`src/rtl/pal_pkg.sv`:
```
package pal_pkg;

    localparam int DEPTH       = 32;
    localparam int MAX_RESULTS = 32;
    localparam int DATA_W      = 32;
    localparam int OP_W        = 3;
    localparam int POS_W       = 6;
    localparam int STATUS_W    = 2;
    localparam int FPOS_W      = 5;
    localparam int COUNT_OUT_W = 6;
    localparam int IDX_W       = $clog2(DEPTH);
    localparam int CNT_W       = $clog2(DEPTH + 1);
    localparam int CMP_W       = ((CNT_W > POS_W) ? CNT_W : POS_W) + 1;

    localparam logic [OP_W-1:0] OP_CLEAR   = 3'd0;
    localparam logic [OP_W-1:0] OP_INSERT  = 3'd1;
    localparam logic [OP_W-1:0] OP_DELETE  = 3'd2;
    localparam logic [OP_W-1:0] OP_SEARCH  = 3'd3;
    localparam logic [OP_W-1:0] OP_DISPLAY = 3'd4;

    localparam logic [STATUS_W-1:0] ST_OK       = 2'd0;
    localparam logic [STATUS_W-1:0] ST_BAD      = 2'd1;
    localparam logic [STATUS_W-1:0] ST_NOTFOUND = 2'd2;
    localparam logic [STATUS_W-1:0] ST_EMPTY    = 2'd3;

    typedef enum logic [3:0] {
        S_IDLE,
        S_UP_RD,
        S_UP_WR,
        S_INS_WR,
        S_DN_RD,
        S_DN_WR,
        S_SR_RD,
        S_SR_CMP,
        S_DS_RD,
        S_DS_OUT,
        S_DONE
    } state_t;

    typedef struct packed {
        logic              we;
        logic [IDX_W-1:0]  wr_addr;
        logic [DATA_W-1:0] wr_data;
        logic [IDX_W-1:0]  rd_addr;
    } mem_req_t;

    typedef struct packed {
        logic [STATUS_W-1:0]    status;
        logic [FPOS_W-1:0]      found_position;
        logic signed [DATA_W-1:0] entry_value;
        logic [COUNT_OUT_W-1:0] entry_count;
        logic                   last;
    } result_t;

endpackage

```
`src/rtl/pal_ram.sv`:
```
module pal_ram #(
    parameter int WIDTH = 32,
    parameter int DEPTH = 32
) (
    input  logic                     clk,
    input  logic                     we,
    input  logic [$clog2(DEPTH)-1:0] wr_addr,
    input  logic [WIDTH-1:0]         wr_data,
    input  logic [$clog2(DEPTH)-1:0] rd_addr,
    output logic [WIDTH-1:0]         rd_data
);

    logic [WIDTH-1:0] mem [DEPTH];

    always_ff @(posedge clk)
    begin
        if (we)
        begin
            mem[wr_addr] <= wr_data;
        end
        rd_data <= mem[rd_addr];
    end

endmodule

```
`src/rtl/pal_obuf.sv`:
```
module pal_obuf (
    input  logic                                clk,
    input  logic                                rst_n,
    input  logic                                push,
    input  pal_pkg::result_t                    result,
    output logic                                out_free,
    output logic                                out_valid,
    input  logic                                out_stall,
    output logic [pal_pkg::STATUS_W-1:0]        status,
    output logic [pal_pkg::FPOS_W-1:0]          found_position,
    output logic signed [pal_pkg::DATA_W-1:0]   entry_value,
    output logic [pal_pkg::COUNT_OUT_W-1:0]     entry_count,
    output logic                                last
);

    logic             valid_reg;
    logic             valid_next;
    pal_pkg::result_t data_reg;

    assign out_free   = !valid_reg || !out_stall;
    assign valid_next = push || (valid_reg && out_stall);

    always_ff @(posedge clk or negedge rst_n)
    begin
        if (!rst_n)
        begin
            valid_reg <= 1'b0;
        end
        else
        begin
            valid_reg <= valid_next;
        end
    end

    always_ff @(posedge clk)
    begin
        if (push)
        begin
            data_reg <= result;
        end
    end

    assign out_valid      = valid_reg;
    assign status         = data_reg.status;
    assign found_position = data_reg.found_position;
    assign entry_value    = data_reg.entry_value;
    assign entry_count    = data_reg.entry_count;
    assign last           = data_reg.last;

endmodule

```
`src/rtl/pal_ctrl.sv`:
```
module pal_ctrl (
    input  logic                              clk,
    input  logic                              rst_n,
    input  logic                              in_valid,
    output logic                              in_stall,
    input  logic [pal_pkg::OP_W-1:0]          operation,
    input  logic [pal_pkg::POS_W-1:0]         position,
    input  logic signed [pal_pkg::DATA_W-1:0] value,
    output pal_pkg::mem_req_t                 mem_req,
    input  logic [pal_pkg::DATA_W-1:0]        rd_data,
    input  logic                              out_free,
    output logic                              push,
    output pal_pkg::result_t                  result
);

    localparam int CNT_W = pal_pkg::CNT_W;
    localparam int IDX_W = pal_pkg::IDX_W;
    localparam int CMP_W = pal_pkg::CMP_W;

    pal_pkg::state_t                 state_reg;
    pal_pkg::state_t                 state_next;
    logic [CNT_W-1:0]                count_reg;
    logic [CNT_W-1:0]                count_next;
    logic [CNT_W-1:0]                ptr_reg;
    logic [CNT_W-1:0]                ptr_next;
    logic [pal_pkg::POS_W-1:0]       pos_reg;
    logic [pal_pkg::POS_W-1:0]       pos_next;
    logic [pal_pkg::DATA_W-1:0]      key_reg;
    logic [pal_pkg::DATA_W-1:0]      key_next;
    logic [pal_pkg::STATUS_W-1:0]    status_reg;
    logic [pal_pkg::STATUS_W-1:0]    status_next;
    logic [pal_pkg::FPOS_W-1:0]      fpos_reg;
    logic [pal_pkg::FPOS_W-1:0]      fpos_next;

    logic [CNT_W-1:0] ptr_m1;
    logic [CNT_W-1:0] ptr_m2;
    logic [CNT_W-1:0] ptr_p1;
    logic [CNT_W-1:0] ptr_p2;
    logic             count_zero;
    logic             ins_bad;
    logic             ins_at_end;
    logic             del_bad;
    logic             del_last;
    logic             up_end;
    logic             dn_end;
    logic             sr_end;
    logic             hit;
    logic             ds_last;

    assign ptr_m1 = ptr_reg - CNT_W'(1);
    assign ptr_m2 = ptr_reg - CNT_W'(2);
    assign ptr_p1 = ptr_reg + CNT_W'(1);
    assign ptr_p2 = ptr_reg + CNT_W'(2);

    assign count_zero = (count_reg == '0);
    assign ins_bad    = (CMP_W'(position) > CMP_W'(count_reg))
                        || (count_reg >= CNT_W'(pal_pkg::DEPTH));
    assign ins_at_end = (CMP_W'(position) == CMP_W'(count_reg));
    assign del_bad    = (CMP_W'(position) >= CMP_W'(count_reg));
    assign del_last   = ((CMP_W'(position) + CMP_W'(1)) == CMP_W'(count_reg));
    assign up_end     = (CMP_W'(ptr_m1) == CMP_W'(pos_reg));
    assign dn_end     = (ptr_p2 == count_reg);
    assign sr_end     = (ptr_p1 == count_reg);
    assign hit        = (rd_data == key_reg);
    assign ds_last    = (ptr_p1 == count_reg)
                        || (CMP_W'(ptr_p1) == CMP_W'(pal_pkg::MAX_RESULTS));

    assign in_stall = (state_reg != pal_pkg::S_IDLE);

    // next state
    always_comb
    begin
        state_next = state_reg;
        case (state_reg)
            pal_pkg::S_IDLE:
            begin
                if (in_valid)
                begin
                    case (operation)
                        pal_pkg::OP_INSERT:
                        begin
                            if (ins_bad)
                            begin
                                state_next = pal_pkg::S_DONE;
                            end
                            else if (ins_at_end)
                            begin
                                state_next = pal_pkg::S_INS_WR;
                            end
                            else
                            begin
                                state_next = pal_pkg::S_UP_RD;
                            end
                        end
                        pal_pkg::OP_DELETE:
                        begin
                            state_next = (del_bad || del_last) ? pal_pkg::S_DONE
                                                               : pal_pkg::S_DN_RD;
                        end
                        pal_pkg::OP_SEARCH:
                        begin
                            state_next = count_zero ? pal_pkg::S_DONE : pal_pkg::S_SR_RD;
                        end
                        pal_pkg::OP_DISPLAY:
                        begin
                            state_next = count_zero ? pal_pkg::S_DONE : pal_pkg::S_DS_RD;
                        end
                        default:
                        begin
                            state_next = pal_pkg::S_DONE;
                        end
                    endcase
                end
            end
            pal_pkg::S_UP_RD:  state_next = pal_pkg::S_UP_WR;
            pal_pkg::S_UP_WR:  state_next = up_end ? pal_pkg::S_INS_WR : pal_pkg::S_UP_WR;
            pal_pkg::S_INS_WR: state_next = pal_pkg::S_DONE;
            pal_pkg::S_DN_RD:  state_next = pal_pkg::S_DN_WR;
            pal_pkg::S_DN_WR:  state_next = dn_end ? pal_pkg::S_DONE : pal_pkg::S_DN_WR;
            pal_pkg::S_SR_RD:  state_next = pal_pkg::S_SR_CMP;
            pal_pkg::S_SR_CMP:
            begin
                state_next = (hit || sr_end) ? pal_pkg::S_DONE : pal_pkg::S_SR_CMP;
            end
            pal_pkg::S_DS_RD:  state_next = pal_pkg::S_DS_OUT;
            pal_pkg::S_DS_OUT:
            begin
                state_next = (out_free && ds_last) ? pal_pkg::S_IDLE : pal_pkg::S_DS_OUT;
            end
            pal_pkg::S_DONE:
            begin
                state_next = out_free ? pal_pkg::S_IDLE : pal_pkg::S_DONE;
            end
            default:           state_next = pal_pkg::S_IDLE;
        endcase
    end

    // datapath and memory access
    always_comb
    begin
        ptr_next               = ptr_reg;
        count_next             = count_reg;
        pos_next               = pos_reg;
        key_next               = key_reg;
        status_next            = status_reg;
        fpos_next              = fpos_reg;
        mem_req.we             = 1'b0;
        mem_req.wr_addr        = ptr_reg[IDX_W-1:0];
        mem_req.wr_data        = rd_data;
        mem_req.rd_addr        = ptr_reg[IDX_W-1:0];
        push                   = 1'b0;
        result.status          = status_reg;
        result.found_position  = fpos_reg;
        result.entry_value     = '0;
        result.entry_count     = pal_pkg::COUNT_OUT_W'(count_reg);
        result.last            = 1'b1;
        case (state_reg)
            pal_pkg::S_IDLE:
            begin
                if (in_valid)
                begin
                    pos_next    = position;
                    key_next    = value;
                    fpos_next   = '0;
                    status_next = pal_pkg::ST_OK;
                    case (operation)
                        pal_pkg::OP_CLEAR:
                        begin
                            count_next = '0;
                        end
                        pal_pkg::OP_INSERT:
                        begin
                            ptr_next = count_reg;
                            if (ins_bad)
                            begin
                                status_next = pal_pkg::ST_BAD;
                            end
                        end
                        pal_pkg::OP_DELETE:
                        begin
                            ptr_next = CNT_W'(position);
                            if (del_bad)
                            begin
                                status_next = pal_pkg::ST_BAD;
                            end
                            else if (del_last)
                            begin
                                count_next = count_reg - CNT_W'(1);
                            end
                        end
                        pal_pkg::OP_SEARCH:
                        begin
                            ptr_next = '0;
                            if (count_zero)
                            begin
                                status_next = pal_pkg::ST_NOTFOUND;
                            end
                        end
                        pal_pkg::OP_DISPLAY:
                        begin
                            ptr_next = '0;
                            if (count_zero)
                            begin
                                status_next = pal_pkg::ST_EMPTY;
                            end
                        end
                        default:
                        begin
                            status_next = pal_pkg::ST_OK;
                        end
                    endcase
                end
            end
            pal_pkg::S_UP_RD:
            begin
                mem_req.rd_addr = ptr_m1[IDX_W-1:0];
            end
            pal_pkg::S_UP_WR:
            begin
                mem_req.we      = 1'b1;
                mem_req.rd_addr = ptr_m2[IDX_W-1:0];
                ptr_next        = ptr_m1;
            end
            pal_pkg::S_INS_WR:
            begin
                mem_req.we      = 1'b1;
                mem_req.wr_addr = pos_reg[IDX_W-1:0];
                mem_req.wr_data = key_reg;
                count_next      = count_reg + CNT_W'(1);
            end
            pal_pkg::S_DN_RD:
            begin
                mem_req.rd_addr = ptr_p1[IDX_W-1:0];
            end
            pal_pkg::S_DN_WR:
            begin
                mem_req.we      = 1'b1;
                mem_req.rd_addr = ptr_p2[IDX_W-1:0];
                ptr_next        = ptr_p1;
                if (dn_end)
                begin
                    count_next = count_reg - CNT_W'(1);
                end
            end
            pal_pkg::S_SR_RD:
            begin
                mem_req.rd_addr = ptr_reg[IDX_W-1:0];
            end
            pal_pkg::S_SR_CMP:
            begin
                mem_req.rd_addr = ptr_p1[IDX_W-1:0];
                ptr_next        = ptr_p1;
                if (hit)
                begin
                    fpos_next = pal_pkg::FPOS_W'(ptr_reg);
                end
                else if (sr_end)
                begin
                    status_next = pal_pkg::ST_NOTFOUND;
                end
            end
            pal_pkg::S_DS_RD:
            begin
                mem_req.rd_addr = ptr_reg[IDX_W-1:0];
            end
            pal_pkg::S_DS_OUT:
            begin
                push                  = out_free;
                result.status         = pal_pkg::ST_OK;
                result.found_position = pal_pkg::FPOS_W'(ptr_reg);
                result.entry_value    = $signed(rd_data);
                result.last           = ds_last;
                if (out_free)
                begin
                    mem_req.rd_addr = ptr_p1[IDX_W-1:0];
                    ptr_next        = ptr_p1;
                end
            end
            pal_pkg::S_DONE:
            begin
                push = out_free;
            end
            default:
            begin
                push = 1'b0;
            end
        endcase
    end

    always_ff @(posedge clk or negedge rst_n)
    begin
        if (!rst_n)
        begin
            state_reg <= pal_pkg::S_IDLE;
            count_reg <= '0;
        end
        else
        begin
            state_reg <= state_next;
            count_reg <= count_next;
        end
    end

    always_ff @(posedge clk)
    begin
        ptr_reg    <= ptr_next;
        pos_reg    <= pos_next;
        key_reg    <= key_next;
        status_reg <= status_next;
        fpos_reg   <= fpos_next;
    end

`ifndef SYNTHESIS
    a_count_bound: assert property (@(posedge clk) disable iff (!rst_n)
        count_reg <= CNT_W'(pal_pkg::DEPTH))
        else $error("entry count above capacity");

    a_shift_no_overlap: assert property (@(posedge clk) disable iff (!rst_n)
        (state_reg == pal_pkg::S_UP_WR || state_reg == pal_pkg::S_DN_WR)
        |-> (mem_req.rd_addr != mem_req.wr_addr))
        else $error("shift reads the entry it writes");

    a_push_when_free: assert property (@(posedge clk) disable iff (!rst_n)
        push |-> out_free)
        else $error("result pushed into a full output register");

    a_insert_grows: assert property (@(posedge clk) disable iff (!rst_n)
        (state_reg == pal_pkg::S_INS_WR) |=> (count_reg == $past(count_reg) + CNT_W'(1)))
        else $error("insert did not grow the list");

    a_done_returns: assert property (@(posedge clk) disable iff (!rst_n)
        (state_reg == pal_pkg::S_DONE && out_free) |=> (state_reg == pal_pkg::S_IDLE))
        else $error("sequencer stuck after final transfer");
`endif

endmodule

```
`src/rtl/positional_array_list_top.sv`:
```
// Ordered list of up to 32 signed 32-bit values held in a single-port-read,
// single-port-write RAM with a registered read, plus an entry count. One
// operation is taken at a time; in_stall stays high until its last result has
// been loaded into the output register. Every step that walks the list moves
// one entry per cycle through the RAM read port, except that display holds
// while out_stall keeps the output register full, giving one entry per cycle
// while the output is drained. The RAM needs no clearing after reset: only
// entries below the count ever reach a result or a shift.
module positional_array_list_top (
    input  logic                                clk,
    input  logic                                rst_n,
    input  logic                                in_valid,
    output logic                                in_stall,
    input  logic [pal_pkg::OP_W-1:0]            operation,
    input  logic [pal_pkg::POS_W-1:0]           position,
    input  logic signed [pal_pkg::DATA_W-1:0]   value,
    output logic                                out_valid,
    input  logic                                out_stall,
    output logic [pal_pkg::STATUS_W-1:0]        status,
    output logic [pal_pkg::FPOS_W-1:0]          found_position,
    output logic signed [pal_pkg::DATA_W-1:0]   entry_value,
    output logic [pal_pkg::COUNT_OUT_W-1:0]     entry_count,
    output logic                                last
);

    pal_pkg::mem_req_t          mem_req;
    logic [pal_pkg::DATA_W-1:0] rd_data;
    logic                       out_free;
    logic                       push;
    pal_pkg::result_t           result;

    pal_ctrl u_ctrl (
        .clk       (clk),
        .rst_n     (rst_n),
        .in_valid  (in_valid),
        .in_stall  (in_stall),
        .operation (operation),
        .position  (position),
        .value     (value),
        .mem_req   (mem_req),
        .rd_data   (rd_data),
        .out_free  (out_free),
        .push      (push),
        .result    (result)
    );

    pal_ram #(
        .WIDTH (pal_pkg::DATA_W),
        .DEPTH (pal_pkg::DEPTH)
    ) u_list_ram (
        .clk     (clk),
        .we      (mem_req.we),
        .wr_addr (mem_req.wr_addr),
        .wr_data (mem_req.wr_data),
        .rd_addr (mem_req.rd_addr),
        .rd_data (rd_data)
    );

    pal_obuf u_obuf (
        .clk            (clk),
        .rst_n          (rst_n),
        .push           (push),
        .result         (result),
        .out_free       (out_free),
        .out_valid      (out_valid),
        .out_stall      (out_stall),
        .status         (status),
        .found_position (found_position),
        .entry_value    (entry_value),
        .entry_count    (entry_count),
        .last           (last)
    );

endmodule

```
`config.mk`:
```
export PLATFORM = sky130hd
export DESIGN_NAME = positional_array_list_top
export DESIGN_NICKNAME = d
export VERILOG_FILES = /design/src/rtl/pal_pkg.sv /design/src/rtl/pal_ram.sv /design/src/rtl/pal_obuf.sv /design/src/rtl/pal_ctrl.sv /design/src/rtl/positional_array_list_top.sv
export SDC_FILE = /design/constraint.sdc
export NUM_CORES = 1
export LEC_CHECK = 0
export BUFFER_PORTS_ARGS = -buffer_cell sky130_fd_sc_hd__buf_2
export CAP_MARGIN = 20
export CORE_UTILIZATION = 45
export DETAILED_ROUTE_END_ITERATION = 8
export PLACE_DENSITY = 0.66
export SETUP_SLACK_MARGIN = 0.4
export SLEW_MARGIN = 5
export SYNTH_ARGS = -nofsm -noshare
export SYNTH_HDL_FRONTEND = slang
export SYNTH_HIERARCHICAL = 1
export SYNTH_SLANG_ARGS = --single-unit
```
`constraint.sdc`:
```
create_clock -name clk -period 5.52 [get_ports clk]
set_input_delay 0.276 -clock clk [delete_from_list [all_inputs] [get_ports clk]]
set_output_delay 0.276 -clock clk [all_outputs]
set_load 0.02 [all_outputs]
```
Yosys cells after proc, flatten, opt, wreduce, memory -nomap -nowiden
Memories as Yosys holds them, arrays and structs flattened. A register that Yosys moved wholly into a read port is not among the register bits.
Cells that the tools add are included.
{"block": "totals", "reg_bits": 108, "ramBits": 1024, "input_bits": 45, "output_inout_bits": 48, "elab_cells": 125, "n_memories": 1}
{"block": "op_classes", "add_sub_neg": 7, "order_cmp": 3, "eq_ne": 31, "muxes": 43, "n_reduce_logical": 27}
{"memory": "u_list_ram.mem", "depth": 32, "width": 32, "rd": 1, "rd_clocked_by_memory_dff": 1, "write_ports": 1, "line": "pal_ram.sv:13", "text": "logic [WIDTH-1:0] mem [DEPTH];"}
{"operator": "37-bit 2-to-1 mux", "n": 2}
{"operator": "4-bit one-hot mux with 11 select lines", "n": 1}
{"operator": "6-bit 2-to-1 mux", "n": 6}
{"operator": "6-bit one-hot mux with 3 select lines", "n": 2}
{"operator": "32-bit == test", "n": 1}
{"operator": "4-bit 2-to-1 mux", "n": 8}
{"operator": "5-bit one-hot mux with 5 select lines", "n": 1}
{"operator": "6-bit == test", "n": 4}
{"operator": "6-bit one-hot mux with 4 select lines", "n": 1}
{"operator": "4-bit by 3-bit == test with 1-bit output (second input constant)", "n": 4}
{"operator": "4-bit one-hot mux with 4 select lines", "n": 1}
{"operator": "5-bit 2-to-1 mux", "n": 3}
{"operator": "2-bit 2-to-1 mux", "n": 7}
{"operator": "6-bit by 1-bit adder with 6-bit output (second input constant)", "n": 2}
{"operator": "4-bit == test (second input constant)", "n": 3}
{"operator": "6-bit one-hot mux with 2 select lines", "n": 1}
{"operator": "6-bit by 1-bit subtractor with 6-bit output (second input constant)", "n": 2}
{"operator": "5-bit one-hot mux with 2 select lines", "n": 1}
{"operator": "4-bit by 2-bit == test with 1-bit output (second input constant)", "n": 2}
{"operator": "2-bit by 1-bit != test with 1-bit output (second input constant)", "n": 4}
{"operator": "2-bit one-hot mux with 4 select lines", "n": 1}
{"operator": "4-bit AND reduction", "n": 2}
{"operator": "4-bit nonzero test", "n": 2}
{"operator": "2-bit OR reduction", "n": 4}
{"operator": "30 further kinds", "n": 46}

Longest topological paths before layout
{"block": "depth", "depth_word": 7, "ltp_mapped": 14, "mapped_depth_nobuf": 11}

Cells and area by module
The synthesis kept the hierarchy.
{"module": "pal_ram", "instances": 1, "cells_per_inst": 2260, "area_each_um2": 40487.6, "seq_area_each_um2": 31390.1}
{"module": "pal_ctrl", "instances": 1, "cells_per_inst": 598, "area_each_um2": 5062.4, "seq_area_each_um2": 1781.7}
{"module": "pal_obuf", "instances": 1, "cells_per_inst": 49, "area_each_um2": 1417.6, "seq_area_each_um2": 1406.3}

Worst setup path before layout
No wires, ideal clock.
{"block": "synth_path", "path_kind": "reg2reg", "startpoint": "reg u_ctrl.state_reg[3]", "endpoint": "reg u_obuf.data_reg (netlist bit u_obuf/entry_count[0]), enable pin", "setup_time_ps": 521, "t_arrival_ps": 4254, "path_slack_ps": 745, "path_stages_with_launch": 4, "cell_sequence": "dfrtp_1 -> buf_2 -> nand2_1 -> a211oi_1"}
{"block": "synth_between", "elab_chain_cells": 3, "elab_cells_between_ends": 4, "cone_classes": "eq/ne (2); mux (1); reduce/logical (1)"}
{"element": "start, declared", "line": "pal_ctrl.sv:20", "text": "pal_pkg::state_t state_reg;"}
{"element": "start signal, assigned", "line": "pal_ctrl.sv:294", "text": "state_reg <= pal_pkg::S_IDLE;"}
{"element": "start signal, assigned", "line": "pal_ctrl.sv:299", "text": "state_reg <= state_next;"}
{"element": "4-bit == test", "line": "pal_ctrl.sv:157", "text": "case (state_reg)"}
{"element": "2-bit OR reduction (no line) *"}
{"element": "1-bit 2-to-1 mux *", "line": "pal_ctrl.sv:157"}
{"element": "via push", "line": "positional_array_list_top.sv:29", "text": "logic push;"}
{"element": "end signal, assigned", "line": "pal_obuf.sv:39", "text": "data_reg <= result;"}
{"element": "end, declared", "line": "pal_obuf.sv:18", "text": "pal_pkg::result_t data_reg;"}
The timed path passes the listed nets; every way through them passes the cells marked *.
A chain may end at the register's enable or synchronous reset.

==> impl_results.md <==
- Result of the run: completed
- Vias per cell: 5.85
- CTS tree: built
- IO Port Bufs: 92
- Row Count: approximately 120
- Final setup violation count: 0
- Routed wire length: 126000 µm
- Fin Clk Skew: roughly 0.04 ns
- Ys async rst share: 0.00945
- Vias in the first global route: 26.2k
- Num CTS Buffers: 113
- Clk_lat worst skew: 0.70 ns
- Maximum clock rate: 230 MHz
- Total number of vias: 26.8k
- CORE AREA: 103000 µm²
- Die width: about 330 µm
- CP bufs+invs: 1
- Antenna-violating nets left: 0
- Critical Path, Cell by Cell: nand2b_1 > or2_2 > a31oi_1 > a31oi_1 > a22oi_1 > o21ai_0 > nor2_4 > buf_4 > a22o_1 > nor3_1 > a31oi_1 > nand3_1
- Ys flop type: edfxtp_1
- Worst Setup SP: u_ctrl/state_reg[2]
- Period utilisation layout: 0.789
- Dpl cell area: 49300 µm²
- Top register by number of flip-flops: u_list_ram/mem
- Avg Inst Size Synth: 16.2 µm²
- Synth warn: 6
- Post-route cell area: 53700 µm²
- Flops & latches, synth: 1164
- Seq/Total Area, Yosys: 0.736
- Nets@finish: roughly 3.2k
- Setup CP Type: register to register
- Starting Density: 0.454
- Clock Sinks: 1164
- Synth unique cells: 67
- Hold WC Path Type: input port to register
- GRT Max-Usage Layer: met2
- Crit path DAT: around 5 ns
- Syn Inst Count: 2907
- First-pass GRT wire length: 182000 µm
- Post-synth EDFFs: 1121
- Max-Cap Viols: 0
- Slowest Stage Delay on Critical Path: approximately 0.72 ns
- Setup TNS: 0 ns
- RSZ-0062 raised after global routing: no
- Grt met1 use: 0.309
- Die ar.: about 110000 µm²
- Initial DRC Count: 3167
- # IOs: 93
- Total track usage: 0.235
- Most used cell, CP: a31oi_1
- Final slew viol count: 0
- Aggregate global routing overflow: 0
- DR pass1 iterations: 6
- Least-Margin Pin Slew: ~1.1 ns
- Met3 GRT Util: 0.0362
- Final hold violation count: 0
- CP required: 6.06 ns
- Crit path launch type: register
- CP top delay family: compound AO/OA/AOI/OAI gates
- Layout area overhead: 14.3%
- Final Wtd Congestion: about 0.9
- Synthesized cell area: about 47000 µm²
- Number of H-tree levels: 3
- Share of cells above drive strength 1: 0.139
- Clock-pin slew on the worst setup and hold paths: around 0.06 ns
- Post-CTS Resized: 0
- Die Y: 325 µm
- Hold path start: operation[2]
- Min Tclk post-route: 4.36 ns
- Largest net degree at the start of global routing: between 100 and 150
- Reg-to-reg startpoint: u_ctrl/state_reg[2]
- Slew margin rel.: 0.276
- Crit Path Max Fanout: 20
- Post-DP HPWL: just under 80000 µm
- CP max stage cell: nor2_4
- Root buf cell: clkbuf_16
- DR DRC count: 0
- GR Util met2: 0.397
- Routed len/inst: 27.6 µm
- Setup crit end kind: register
- Clk buf depth: 3
- Syn_nets: 2967
- # fillers: 8232
- Initial antenna violation count: 2
- Max reg flops: 1024
- Post-layout util: 0.519
==> per-layer routing <==
layer,vias to the layer above,routed length (µm)
met2,1184,62400
li1,11700,-
met1,13700,50400
met3,212,8990
met5,-,13
met4,2,4180
==> cell usage in the layout (no fill, tap or decap), types with 18 or more instances in the layout <==
cell type,count
mux2i_1,515
nor3_1,40
xnor2_1,48
clkbuf_16,114
dfxtp_1,32
nand2_1,222
nand3_1,107
and2_1,35
nor2_4,34
clkbuf_1,28
inv_1,18
a31oi_1,41
edfxtp_1,1121
a22oi_1,105
buf_2,93
o21ai_0,24
nor2_1,21
a21oi_1,124
a22o_1,67
clkinv_2,22
clkinv_1,21
buf_4,81
dlygate4sd3_1,42
==> Yosys cell counts, types with 3 or more instances <==
master / n / area [µm²]
nand2_1: 237 / 890
nand3b_1: 6 / 45.0
a21oi_1: 124 / 621
xor2_1: 13 / 114
buf_1: 7 / 26.3
or2_2: 4 / 25.0
clkbuf_1: 67 / 251
o22ai_1: 6 / 37.5
a22oi_1: 105 / 788
nand4_1: 15 / 93.8
nor2_1: 55 / 206
a221oi_1: 5 / 43.8
ha_1: 15 / 188
buf_2: 35 / 175
o211ai_1: 5 / 37.5
mux2_2: 5 / 56.3
and2_1: 36 / 225
dfrtp_1: 11 / 275
xnor2_1: 49 / 429
a31oi_1: 41 / 257
o221ai_1: 4 / 35.0
a22o_1: 67 / 587
buf_6: 18 / 203
o21ai_0: 24 / 120
a21o_1: 3 / 22.5
buf_4: 37 / 278
nand2b_1: 14 / 87.6
or3b_2: 3 / 26.3
nor2b_1: 7 / 43.8
nor3_1: 40 / 200
o31ai_1: 3 / 22.5
mux2i_1: 515 / 5150
nand3_1: 108 / 541
a21oi_2: 3 / 26.3
nor4_1: 4 / 25.0
inv_1: 19 / 71.3
edfxtp_1: 1121 / 33700
dfxtp_1: 32 / 641
o22a_1: 5 / 43.8
==> final timing paths <==
kind                                          endpoint  slack, ns  cells past startpoint
worst max-delay path            u_list_ram/rd_data[19]       1.16                     12
worst min register to register        u_obuf/out_valid       0.51                      1
worst min-delay path               u_ctrl/state_reg[2]       0.08                      3
worst max register to register  u_list_ram/rd_data[19]       1.16                     12
min in group asynchronous          u_ctrl/count_reg[3]       0.69                      3
max in group asynchronous          u_ctrl/state_reg[1]       4.45                      3
==> area by class of cell <==
cell class | count | area (µm²) | share of cell area
antenna | 2 | 5.00 | 0.0000932
clock buffer | 148 | 3040 | 0.0566
clock inverter | 61 | 652 | 0.0121
inverter | 19 | 71.3 | 0.00133
multi-input combinational | 1558 | 11700 | 0.218
sequential | 1164 | 34600 | 0.644
tap | 1380 | 1730 | 0.0322
timing repair buffer | 237 | 1910 | 0.0356
==> kinds of logic after synthesis <==
group	after synthesis	share of synthesized area
flops	1164	0.736
simple gates	544	0.0547
mux	520	0.111
compound gates	415	0.0602
buf+inv	185	0.0217
xor+xnor	64	0.0123
fa+ha+maj	15	0.00400
==> metrics by stage <==
step	instances	setup slack, ns	hold WS [ns]
final	4569	1.16	0.0762
after global routing	4567	0.970	0.0741
after CTS	4555	1.16	0.0185
after detailed placement	4304	1.20	0.175
after global placement	4302	1.23	0.169
after floorplan	2907	0.745	-0.0196
==> worst register-to-register path, cell delays in order, from the launching register on <==
cell,delay [ns]
dfrtp_1,0.58
nand2b_1,0.27
or2_2,0.33
a31oi_1,0.17
a31oi_1,0.12
a22oi_1,0.22
o21ai_0,0.40
nor2_4,0.72
buf_4,0.41
a22o_1,0.23
nor3_1,0.08
a31oi_1,0.58
nand3_1,0.13
==> what timing repair did <==
action | 4_1_cts | 5_1_grt
hold endpoints to repair | 51 | 0
hold buffers | 42 | 0
setup buffers | 0 | 0
Power is left out: the tool's default activity adds up to more than one toggle a clock period on the data nets, which glitch-free logic cannot reach.
